==> config.mk <==
export PLATFORM = sky130hd
export DESIGN_NAME = mfpc_col_track
export DESIGN_NICKNAME = d
export VERILOG_FILES = /design/src/sv/mfpc_pkg.sv /design/src/sv/mfpc_col_track.sv
export SDC_FILE = /design/constraint.sdc
export NUM_CORES = 1
export LEC_CHECK = 0
export BUFFER_PORTS_ARGS = -buffer_cell sky130_fd_sc_hd__buf_4
export CAP_MARGIN = 30
export CORE_UTILIZATION = 53
export CTS_CLUSTER_DIAMETER = 200
export DETAILED_ROUTE_END_ITERATION = 10
export PLACE_DENSITY = 0.8
export SYNTH_ARGS = -nofsm -noshare
export SYNTH_HDL_FRONTEND = slang
export SYNTH_SLANG_ARGS = --single-unit
==> constraint.sdc <==
create_clock -name clock -period 16.92 [get_ports clock]
set_clock_uncertainty 0.1 [all_clocks]
set_input_delay 2.538 -clock clock [delete_from_list [all_inputs] [get_ports clock]]
set_output_delay 2.538 -clock clock [all_outputs]
set_load 0.01 [all_outputs]
==> src/sv/mfpc_pkg.sv <==
package mfpc_pkg;

   // field widths
   localparam int COST_W = 16;
   localparam int PATH_W = 32;
   localparam int CSR_W  = 9;

   // saturation ceiling of a path cost
   localparam logic [PATH_W-1:0] PATH_MAX = {PATH_W{1'b1}};

   // reset value of the row width register
   localparam logic [CSR_W-1:0] ROW_WIDTH_RESET = CSR_W'(1);

   typedef logic [COST_W-1:0] cost_type;
   typedef logic [PATH_W-1:0] path_type;
   typedef logic [CSR_W-1:0]  csr_type;

   // neighbor selection for one cell
   typedef struct packed {
      logic first_row;
      logic has_left;
      logic has_right;
   } col_ctrl_type;

endpackage

==> src/sv/mfpc_col_track.sv <==
module mfpc_col_track import mfpc_pkg::*; #(
   parameter int MAX_COLUMNS = 256,
   parameter int AW          = 8,
   parameter int CW          = 9
) (
   input  logic          clock,
   input  logic          reset,
   input  csr_type       row_width,
   input  logic          advance,
   input  logic          last_cell,
   output logic [AW-1:0] col,
   output logic [AW-1:0] right_addr,
   output col_ctrl_type  ctrl
);

   logic [AW-1:0] col_ff;
   logic [AW-1:0] col_in;
   logic          first_ff;
   logic          first_in;
   logic [CW-1:0] width_eff;
   logic [CW-1:0] col_ext;
   logic [CW-1:0] j_ext;
   logic [CW-1:0] j_next;
   logic          has_right;

   // usable row width, clipped to 1..MAX_COLUMNS
   always_comb begin
      priority if (row_width == '0) begin
         width_eff = CW'(1);
      end else if (32'(row_width) > 32'(MAX_COLUMNS)) begin
         width_eff = CW'(MAX_COLUMNS);
      end else begin
         width_eff = CW'(row_width);
      end
   end

   // current column, pulled back to the row end if the width shrank
   assign col_ext   = CW'(col_ff);
   assign j_ext     = (col_ext >= width_eff) ? (width_eff - CW'(1)) : col_ext;
   assign j_next    = j_ext + CW'(1);
   assign has_right = ({1'b0, j_ext} + (CW+1)'(1)) < {1'b0, width_eff};

   assign col            = AW'(j_ext);
   assign right_addr     = has_right ? AW'(j_next) : AW'(j_ext);
   assign ctrl.first_row = first_ff;
   assign ctrl.has_left  = (j_ext != '0);
   assign ctrl.has_right = has_right;

   // next column and row phase
   always_comb begin
      col_in   = col_ff;
      first_in = first_ff;
      if (advance) begin
         priority if (last_cell) begin
            col_in   = '0;
            first_in = 1'b1;
         end else if (!has_right) begin
            col_in   = '0;
            first_in = 1'b0;
         end else begin
            col_in = AW'(j_next);
         end
      end
   end

   always_ff @(posedge clock) begin
      if (reset) begin
         col_ff   <= '0;
         first_ff <= 1'b1;
      end else begin
         col_ff   <= col_in;
         first_ff <= first_in;
      end
   end

endmodule

==> key figures <==
Drt
  – DRC Markers: 0
  – Final wirelength: 4.10 mm
  – DRT Pass-1 Iters: 5
  – Via count: 1,581
  – Vias per std cell: 6.15
  – ANT nets after route: 0
  – Drt wl/cell: 15.9 um
  – Starting DRT DRC Count: 60

Power and ir drop
  – Clock power frac: 17.6%
  – Peak VDD IR: between 0.00008 and 0.00009 V
  – Int Power: 0.0524 mW
  – Reg power frac: between 20% and 30%
  – Total power: 0.0865 mW
  – Logic pwr share: around 56%
  – Pwr dens: 48.8 mW/mm^2
  – Switching part of the total: 39.4%
  – Leakage: 0.786 nW
  – Net switching power: 0.0341 mW

Floorplanning
  – Io pins: 32
  – Num rows: 18
  – Initial core utilization: 58.5%
  – Die W: around 55 um
  – Die H: 55.2 um
  – Core area: 0.00257 mm^2
  – Die area: 0.00305 mm^2

CTS
  – Reg clk slew, reported paths: roughly 0.05 ns
  – CTS buffer count: 3
  – Clock Path Buffers: 2
  – # hold bufs at CTS: 0
  – CTS tree: built
  – Clk Latency, worst-skew pair: 0.25 ns
  – # resized after CTS: 0
  – CTS H-tree lvls: 1
  – CTS root buf: clkbuf_4
  – Post-CTS Setup Bufs: 0
  – Num Clock Sinks: 9

Place
  – Placed inst area: roughly 0.0017 mm^2
  – Port bufs: 31
  – Place WS: 6.97 ns
  – Post-DP HPWL: 3.35 mm
  – # placed instances: approximately 250
  – Placer's final routability congestion estimate: 0.895

Worst setup path
  – CP Data Required Time: 14.28 ns
  – Slowest CP cell: or4_1
  – CP bufs+invs: 3
  – Worst EP arrival: about 7.5 ns
  – CP max FO: 10
  – CP max stage delay: 0.60 ns
  – Element type at the critical path end: output pin
  – Top delay family on crit path: compound AO/OA/AOI/OAI gates
  – Cell Chain, Critical Path: buf_4 -> or4_1 -> o2bb2ai_2 -> ha_1 -> nor2b_1 -> o21ai_1 -> a21oi_1 -> o21ai_1 -> a21oi_1 -> ha_1 -> inv_1 -> a211oi_2 -> nand3_1 -> o21ai_1 -> ha_1 -> and3_1 -> o211ai_1 -> a211oi_1 -> nor3_4 -> nand3_1 -> xnor2_1 -> buf_4
  – Startpoint types: input pin
  – CP Class: input pin to output pin

Yosys
  – Post-synth EDFFs: 0
  – Compound-Gate Fraction of Synth Area: between 20% and 30%
  – Adder-Cell Fraction of Synth Area: between 15 and 20%
  – Multiplexer share of the synthesized area: about 2.2%
  – Largest cells by area after synthesis: ha_1, dfxtp_1, xnor2_1, nand2_1, a21oi_1
  – Cells after synthesis: 198
  – Share of the synthesized area in the top cell type: 16.7%
  – Top_reg_cell synth: dfxtp_1
  – Sequential fraction of the synthesis area: 12.0%
  – Synth area leader: ha_1
  – Number of synthesized register bits: 9
  – Syn Nets: 231
  – Post-synthesis cell type count: 53
  – Yosys warnings: 0
  – Synth Cell Area: approximately 0.0015 mm^2
  – Post-synthesis xor/xnor area fraction: 9.33%
  – Synth Area in Simple Gates: ~28%
  – Post-synth ARST share: 0%
  – Largest family of logic cells by synthesized area: simple AND/OR/NAND/NOR gates
  – Synth Area per Inst: 7.59 um^2

Final layout
  – Area delta synth->final: 17.9%
  – Share of post-route cells with drive strength above 1: 21.1%
  – Commonest non-fill, non-tap cell in the layout: buf_4
  – Final Instance Area: around 0.0018 mm^2
  – Net count, final: between 200 and 300
  – Finished Layout Cells: 257
  – N_diodes: 0
  – Most frequent cells in the layout: buf_4, nand2_1, ha_1, xnor2_1, nor2_1
  – Final core utilization: between 60% and 70%

Global routing
  – Largest net degree at the start of global routing: 24
  – Gr ovfl total: 0
  – Global-route wire length before repair: 6.78 mm
  – Vias in the first global route: ~1,500
  – Total GRT Usage: a little over a quarter
  – Initial antenna violation count: 0

Timing
  – Setup TNS: 0 ns
  – Final setup vio count: 0
  – Minimum clock period after layout: 10.11 ns
  – RSZ-0062 raised after global routing: false
  – Post-route setup slack: 6.81 ns
  – Hold Fails Final Rpt: 0
  – Worst Max-Slew Pin Slew: 0.512 ns
  – Rel. slew slack: 65.6%
  – Hold_ws: roughly 0.40 ns
  – Final Cycle Share: 59.8%
  – Fmax: 98.9 MHz
  – Final Slew Violations: 0

Outcome
  – Outcome: finished, final reports clean

Hold path
  – Hold WC Path Type: register to register

Job
  – Max_cap viols: 0
[layout make-up]
cell class	count	area, um^2
Multi-Input combinational cell	172	1250
Fill cell	220	796
Sequential cell	9	180
Tap cell	30	37.5
Timing Repair Buffer	32	240
Clock buffer	4	26.3
Inverter	10	37.5
[logic make-up (layout without fill, tap and decap cells)]
group,count (synthesis),in the layout
compound gates,54,54
xor+xnor,16,16
fa+ha+maj,20,20
buf+inv,17,46
flops,9,9
mux,3,3
simple gates,79,79
[registers in the layout, summed over array words and instances (netlist names)]
| name | count |
|---|---|
| col_ff | 8 |
| first_ff | 1 |
[power groups by stage]
stage / Clock, mW / Sequential (mW) / Combinational (mW)
after floorplan: 0 / 0.0229 / 0.0309
after global placement: 0 / 0.0233 / 0.0465
after detailed placement: 0 / 0.0233 / 0.0475
after CTS: 0.0162 / 0.0229 / 0.0478
after global routing: 0.0182 / 0.0230 / 0.0527
final: 0.0152 / 0.0229 / 0.0484
[synth_stat cells, types with 3 or more instances]
cell type,number
nand2_1,23
ha_1,20
xnor2_1,13
nor2_1,11
a21oi_1,10
dfxtp_1,9
inv_1,9
nand3_1,9
nand2b_1,8
o21ai_0,8
o21ai_1,7
a22o_1,4
clkbuf_1,4
nor3_1,4
and3_1,3
nor4_1,3
xor2_1,3
[final timing paths]
check | to | slack [ns] | cells after the start | startpoint
min | first_ff | 0.40 | 1 | first_ff
min reg2reg | first_ff | 0.40 | 1 | first_ff
max | right_addr[4] | 6.81 | 22 | row_width[2]
max reg2reg | col_ff[0] | 12.33 | 21 | col_ff[6]
[layer usage]
| layer | track usage (%) | wire length (um) | vias up |
|---|---|---|---|
| met4 | 6.43 | 36 | 0 |
| met5 | 0 | 0 | - |
| met1 | 35.1 | 1880 | 724 |
| met3 | 6.09 | 248 | 6 |
| met2 | 45.6 | 1940 | 63 |
| li1 | - | - | 788 |
No activity file was read; power rests on OpenSTA's default activity.
