$ cat config.mk
export PLATFORM = sky130hd
export DESIGN_NAME = mfpc_path_calc
export DESIGN_NICKNAME = d
export VERILOG_FILES = /design/src/sv/mfpc_pkg.sv /design/src/sv/mfpc_path_calc.sv
export SDC_FILE = /design/constraint.sdc
export NUM_CORES = 1
export LEC_CHECK = 0
export ABC_AREA = 1
export BUFFER_PORTS_ARGS = -buffer_cell sky130_fd_sc_hd__buf_2
export CAP_MARGIN = 0
export CORE_UTILIZATION = 54
export DETAILED_ROUTE_END_ITERATION = 16
export PLACE_DENSITY = 0.95
export SYNTH_ARGS = -nofsm -noshare
export SYNTH_HDL_FRONTEND = slang
export SYNTH_SLANG_ARGS = --single-unit
$ cat constraint.sdc
create_clock -name vclk -period 23.1
set_clock_uncertainty 0.1 [all_clocks]
set_input_delay 4.62 -clock vclk [all_inputs]
set_output_delay 4.62 -clock vclk [all_outputs]
set_load 0.02 [all_outputs]
$ cat src/sv/mfpc_pkg.sv
package mfpc_pkg;

   // field widths
   localparam int COST_W = 16;
   localparam int PATH_W = 32;
   localparam int CSR_W  = 9;

   // saturation ceiling of a path cost
   localparam logic [PATH_W-1:0] PATH_MAX = {PATH_W{1'b1}};

   // reset value of the row width register
   localparam logic [CSR_W-1:0] ROW_WIDTH_RESET = CSR_W'(1);

   typedef logic [COST_W-1:0] cost_type;
   typedef logic [PATH_W-1:0] path_type;
   typedef logic [CSR_W-1:0]  csr_type;

   // neighbor selection for one cell
   typedef struct packed {
      logic first_row;
      logic has_left;
      logic has_right;
   } col_ctrl_type;

endpackage

$ cat src/sv/mfpc_path_calc.sv
module mfpc_path_calc import mfpc_pkg::*; (
   input  cost_type     cell_cost,
   input  logic         last_cell,
   input  col_ctrl_type ctrl,
   input  path_type     above,
   input  path_type     right_above,
   input  path_type     left_above,
   input  path_type     row_min,
   output path_type     path_cost,
   output path_type     best_total,
   output path_type     row_min_next
);

   path_type            min_lr;
   path_type            min_up;
   logic [PATH_W:0]     sum;

   // least of the neighbors above that exist
   always_comb begin
      min_lr = above;
      if (ctrl.has_left && (left_above < min_lr)) begin
         min_lr = left_above;
      end
      min_up = min_lr;
      if (ctrl.has_right && (right_above < min_lr)) begin
         min_up = right_above;
      end
   end

   // saturating add, first row passes the cost through
   assign sum = {1'b0, min_up} + (PATH_W+1)'(cell_cost);

   always_comb begin
      if (ctrl.first_row) begin
         path_cost = PATH_W'(cell_cost);
      end else if (sum[PATH_W]) begin
         path_cost = PATH_MAX;
      end else begin
         path_cost = sum[PATH_W-1:0];
      end
   end

   // running minimum of the current row
   assign row_min_next = (ctrl.has_left && (row_min < path_cost)) ? row_min : path_cost;
   assign best_total   = last_cell ? row_min_next : '0;

endmodule

==> impl_metrics.toml, run 1 <==
[status]
status = "complete, no violations"

[floorplan]
die-area_um2 = 10460
initial_core_util = 0.5554
dieHeight_um = 102.3
die_w_um = 102.3
core_region_area_um2 = 9774
rows = 36
io-pin-count = 244

[layout]
nFillCells = 942
final_cell_mix = "251 x nand2_1, 244 x buf_2, 219 x inv_1"
post_route_cells_drive_above_1_share = 0.2230
syn_to_final_growth_pct = 22.82
seqCellArea_um2 = 0
final_common_cell = "nand2_1"
nets = 1471
clkbuf_count = 0
layout.cells.non_filler = 1344
nFlopsAndLatches = 0
utilization = 0.6822
n_antenna_cell = 0

[synth]
synth-xor-area-share = 0.03227
synth_mux_area_frac = 0
syn_area_per_cell_um2 = 5.445
synth_simple_gate_area_frac = 0.3570
synth_area_um2 = 5429
syn-num-nets = 1255
yosys_warnings = 0
syn_inst = 997
yosysUniqueCellTypes = 43
synth-adder-area-share = 0.2549
synth_top_family_by_area = "simple AND/OR/NAND/NOR gates"
synth_compound_area_frac = 0.1724
ys_seq_area_frac = 0

[sta]
slew_violations = 0
worst_slew_pin_slew_ns = 0.8933
setup_ws_ns = 3.823
setup_tns_ns = 0
final-setup-viol-count = 0
max_freq_mhz = 51.87
fin_crit_sh = 0.8345
max_slew_margin = 0.4038
rsz0062_at_grt = "no"
final-hold-violation-count = 0
period_minus_slack_ns = 19.28

[critical_path]
worst_setup_path_start_kind = "primary input"
path_class = "primary input to output port"
cp_common_cell = "a21oi_1"
path_max_fanout = 63
setup.worst_path.end_class = "output port"
cp_slowest_stage_delay_ns = 0.48
cp_slowest_cell = "nor4b_1"
critical_path_required_ns = 18.38
arrival_ns = 14.56

[drt]
drc = 0
postRouteAntennaNets = 0
routed_via_density = 5.103
vias = 6859
drtIter0Drc = 234
drt-total-wl_um = 15870
first_pass_iters = 5
wire_per_inst_um = 11.81

[cts]
holdBufCountCts = 0
cts_setup_buffers = 0
ctsResizeCount = 0

[hold_path]
hold_class = "primary input to output port"

[pwr]
leakagePower_nw = 4.473
power.density_nw_per_um2 = 41.78
irDropWorstVdd_uv = 25.56
power_mw = 0.2786

[place]
gp_congestion = 0.9702
portBuffers = 244
dp_hpwl_um = 14080
dp_slack_ns = 3.851
dpl.cell_count = 1344

[global_routing]
grt_pass1_vias = 5809
grt_pass1_wl_um = 24760
grt_max_degree = 64
gr-total-overflow = 0
grt_antenna_before_repair = 0
grt_usage = 0.2862

[run]
cap_violations = 0
==> synthesized netlist by cell type (2+ instances only) <==
cell type	number	area (um2)
nor2_1	92	345.3
a21oi_1	68	340.3
or2_2	2	12.51
nand3b_1	3	22.52
a211oi_1	7	52.55
nor2_4	3	33.78
inv_1	219	822.0
xnor2_1	4	35.03
a31oi_1	2	12.51
nor3_1	8	40.04
nand2_1	251	942.2
nand2_4	4	45.04
buf_6	5	56.30
buf_2	3	15.01
ha_1	109	1364
a21o_1	3	22.52
o21a_1	16	120.1
nand3_1	67	335.3
o21ai_1	3	15.01
o21ai_0	49	245.2
clkbuf_1	22	82.58
nand4_1	11	68.82
o21bai_1	5	37.54
inv_2	2	7.510
nand2_2	6	37.54
xor2_1	16	140.1
==> layer usage <==
layer,GRT usage,vias up,wire length [um],share of wire
met5,0,-,0,0
met4,0.06593,0,344,0.022
met3,0.01847,32,942,0.059
met2,0.5261,278,7445,0.47
met1,0.3624,2955,7142,0.45
li1,-,3594,-,-
==> through the flow <==
stage               area, um2  hold slack [ns]
finish                   6668            9.517
floorplan                5429            9.339
global route             6668            9.535
CTS                      6668            9.518
global placement         6668            9.512
detailed placement       6668            9.513
==> where the power goes <==
group	internal, mW	switching [mW]	total [mW]
clock network	0	0	0
logic	0.100	0.178	0.279
registers	0	0	0
==> cell type report <==
class / instances / area (um2) / share of cell area
multi-input cells: 744 / 4438 / 0.6656
well taps: 133 / 166.4 / 0.02496
repair buffers: 245 / 1229 / 0.1843
inverters: 222 / 834.6 / 0.1252
==> critical path, delay by kind of cell <==
| family | cells | cell delay [ns] |
|---|---|---|
| and+or+nand+nor | 20 | 3.30 |
| adders and majority gates | 4 | 1.32 |
| buffers and inverters | 9 | 1.47 |
| AOI/OAI and AO/OA | 18 | 3.84 |
==> cells by family (layout without fill, tap and decap cells) <==
group | Yosys count | count (layout)
adder cells (fa/ha/maj) | 110 | 110
XOR/XNOR | 20 | 20
AO/OA/AOI/OAI | 161 | 161
buffers and inverters | 253 | 467
AND/OR/NAND/NOR | 453 | 453
==> worst paths after layout <==
check	from	to	slack, ns	depth (start not counted)
worst max-delay path	above[21]	best_total[14]	3.82	51
worst min-delay path	cell_cost[2]	path_cost[2]	9.52	3
Power figures use the tool's default switching activity.
==> run 2, diff against run 1 <==
- ABC_AREA: 1 -> 0
- CORE_UTILIZATION: 54 -> 52
- clock period: 23.1 -> 18.4 ns (I/O delays scaled with it)
==> impl_metrics.toml, run 2 <==
[layout]
final_common_cell = "buf_2"
final_area_um2 = 7472
nFlopsAndLatches = 0
final_cell_mix = "244 x buf_2, 121 x a21oi_1, 109 x ha_1"
syn_to_final_growth_pct = 23.44
clkbuf_count = 0
utilization = 0.6572
post_route_cells_drive_above_1_share = 0.2761
seqCellArea_um2 = 0
nets = 1390
n_antenna_cell = 0

[run]
cap_violations = 0

[floorplan]
io-pin-count = 244
die-area_um2 = 12080
dieHeight_um = 109.9
initial_core_util = 0.5324
core_region_area_um2 = 11370
die_w_um = 109.9
rows = 39

[synth]
ys_seq_area_frac = 0
syn_area_per_cell_um2 = 6.623
synth.most_common_cell = "a21oi_1"
yosysUniqueCellTypes = 78
synth_area_um2 = 6053
synth_top_area_share = 0.2253
yosys_warnings = 0
synth_commonest_cells = "122 x a21oi_1, 109 x ha_1, 82 x inv_1"
yosys-top-cells-area = "ha_1 23%, a21oi_1 10%, inv_1 5.1%, nand2_1 4.5%, nor2_1 4.1%"
syn_inst = 914
syn-num-nets = 1172
synth_top_cell_by_area = "ha_1"

[sta]
final-hold-violation-count = 0
period_minus_slack_ns = 17.70
final-setup-viol-count = 0
fin_crit_sh = 0.9620
setup_tns_ns = 0
max_freq_mhz = 56.49
worst_slew_pin_slew_ns = 0.7767
slew_violations = 0
max_slew_margin = 0.4809

[global_routing]
use_met2 = 0.5813
gr-usage-met3 = 0.02371
grt_usage = 0.3359
grt_max_degree = 42
grt.met1_usage = 0.4285
busiest_layer = "met2"
gr-total-overflow = 0
grt_antenna_before_repair = 0
grt_pass1_wl_um = 32800
grt_pass1_vias = 7223

[critical_path]
path_class = "primary input to output port"
critical_path_required_ns = 14.62
path_max_fanout = 36
arrival_ns = 13.92
worst_setup_path_start_kind = "primary input"
setup.worst_path.end_class = "output port"
cp_slowest_stage_delay_ns = 0.63
cp_slowest_cell = "o21ai_1"

[pwr]
irDropWorstVdd_uv = 44.69
leakagePower_nw = 3.871
power_mw = 0.3805
power.density_nw_per_um2 = 50.93

[hold_path]
hold_class = "primary input to output port"
hold_path_startpoint = "row_min[23]"
min_to = "row_min_next[23]"
holdPathStages = 4

[drt]
drt-total-wl_um = 21900
drtIter0Drc = 889
routed_via_density = 6.378
drc = 0
first_pass_iters = 5
postRouteAntennaNets = 0
wire_per_inst_um = 17.20
vias = 8119

[place]
portBuffers = 244
place_area_um2 = 7355
dp_hpwl_um = 17880
gp_congestion = 1.031

[status]
status = "complete, no violations"
[run 2: critical path: cells and delay by family]
family	cells	cell delay, ns
buffers and inverters	5	0.69
adder cells (fa/ha/maj)	4	1.29
AND/OR/NAND/NOR	17	4.19
multiplexers	1	0.32
AO/OA/AOI/OAI	14	3.70
[run 2: worst max-delay path by stage]
stage          slack [ns]      start          endpoint  cells after the start
6_report             0.70  above[15]    best_total[29]                     41
3_5_place_dp         0.13  above[15]    best_total[29]                     42
3_3_place_gp         0.52  above[15]  row_min_next[21]                     44
4_1_cts              0.09  above[15]    best_total[29]                     42
2_1_floorplan        1.27  above[15]    best_total[10]                     49
5_1_grt            -0.009  above[15]    best_total[29]                     45
[run 2: metal layers]
| metal | vias up | part of all wire |
|---|---|---|
| met2 | 474 | 0.47 |
| met3 | 76 | 0.096 |
| met5 | - | 0 |
| li1 | 3858 | - |
| met4 | 0 | 0.037 |
| met1 | 3711 | 0.40 |
[run 2: layout make-up]
type	instances	area, um2
multi-input combinational	791	5674
timing repair buffer	254	1300
inverter	85	319.1
tap	143	178.9
fill	1054	3897
[run 2: cell families (layout without fill, tap and decap cells)]
| kind of cell | after synthesis | count (layout) | share of synthesized area |
|---|---|---|---|
| muxes | 29 | 29 | 0.05188 |
| and+or+nand+nor | 308 | 310 | 0.2584 |
| AOI/OAI and AO/OA | 315 | 316 | 0.3419 |
| adders and majority gates | 110 | 110 | 0.2286 |
| buffers and inverters | 126 | 339 | 0.08165 |
| xor gates and xnor gates | 26 | 26 | 0.03762 |
[run 2: power breakdown]
part / internal (mW) / total [mW] / switching [mW]
logic: 0.145 / 0.381 / 0.236
clock network: 0 / 0 / 0
registers: 0 / 0 / 0
[run 2: per-stage QoR]
| step | std cells | setup WS (ns) | hold slack, ns |
|---|---|---|---|
| floorplan | 914 | 1.268 | 7.395 |
| global placement | 1268 | 0.5223 | 7.607 |
| detailed placement | 1268 | 0.1296 | 7.615 |
| CTS | 1268 | 0.08845 | 7.616 |
| global route | 1273 | -0.008558 | 7.636 |
| finish | 1273 | 0.6990 | 7.613 |
[run 2: what timing repair did]
action / CTS / global route
setup endpoints to repair: 0 / 64
hold buffers: 0 / 0
buffers inserted: 0 / 2
gates resized for setup: 0 / 16
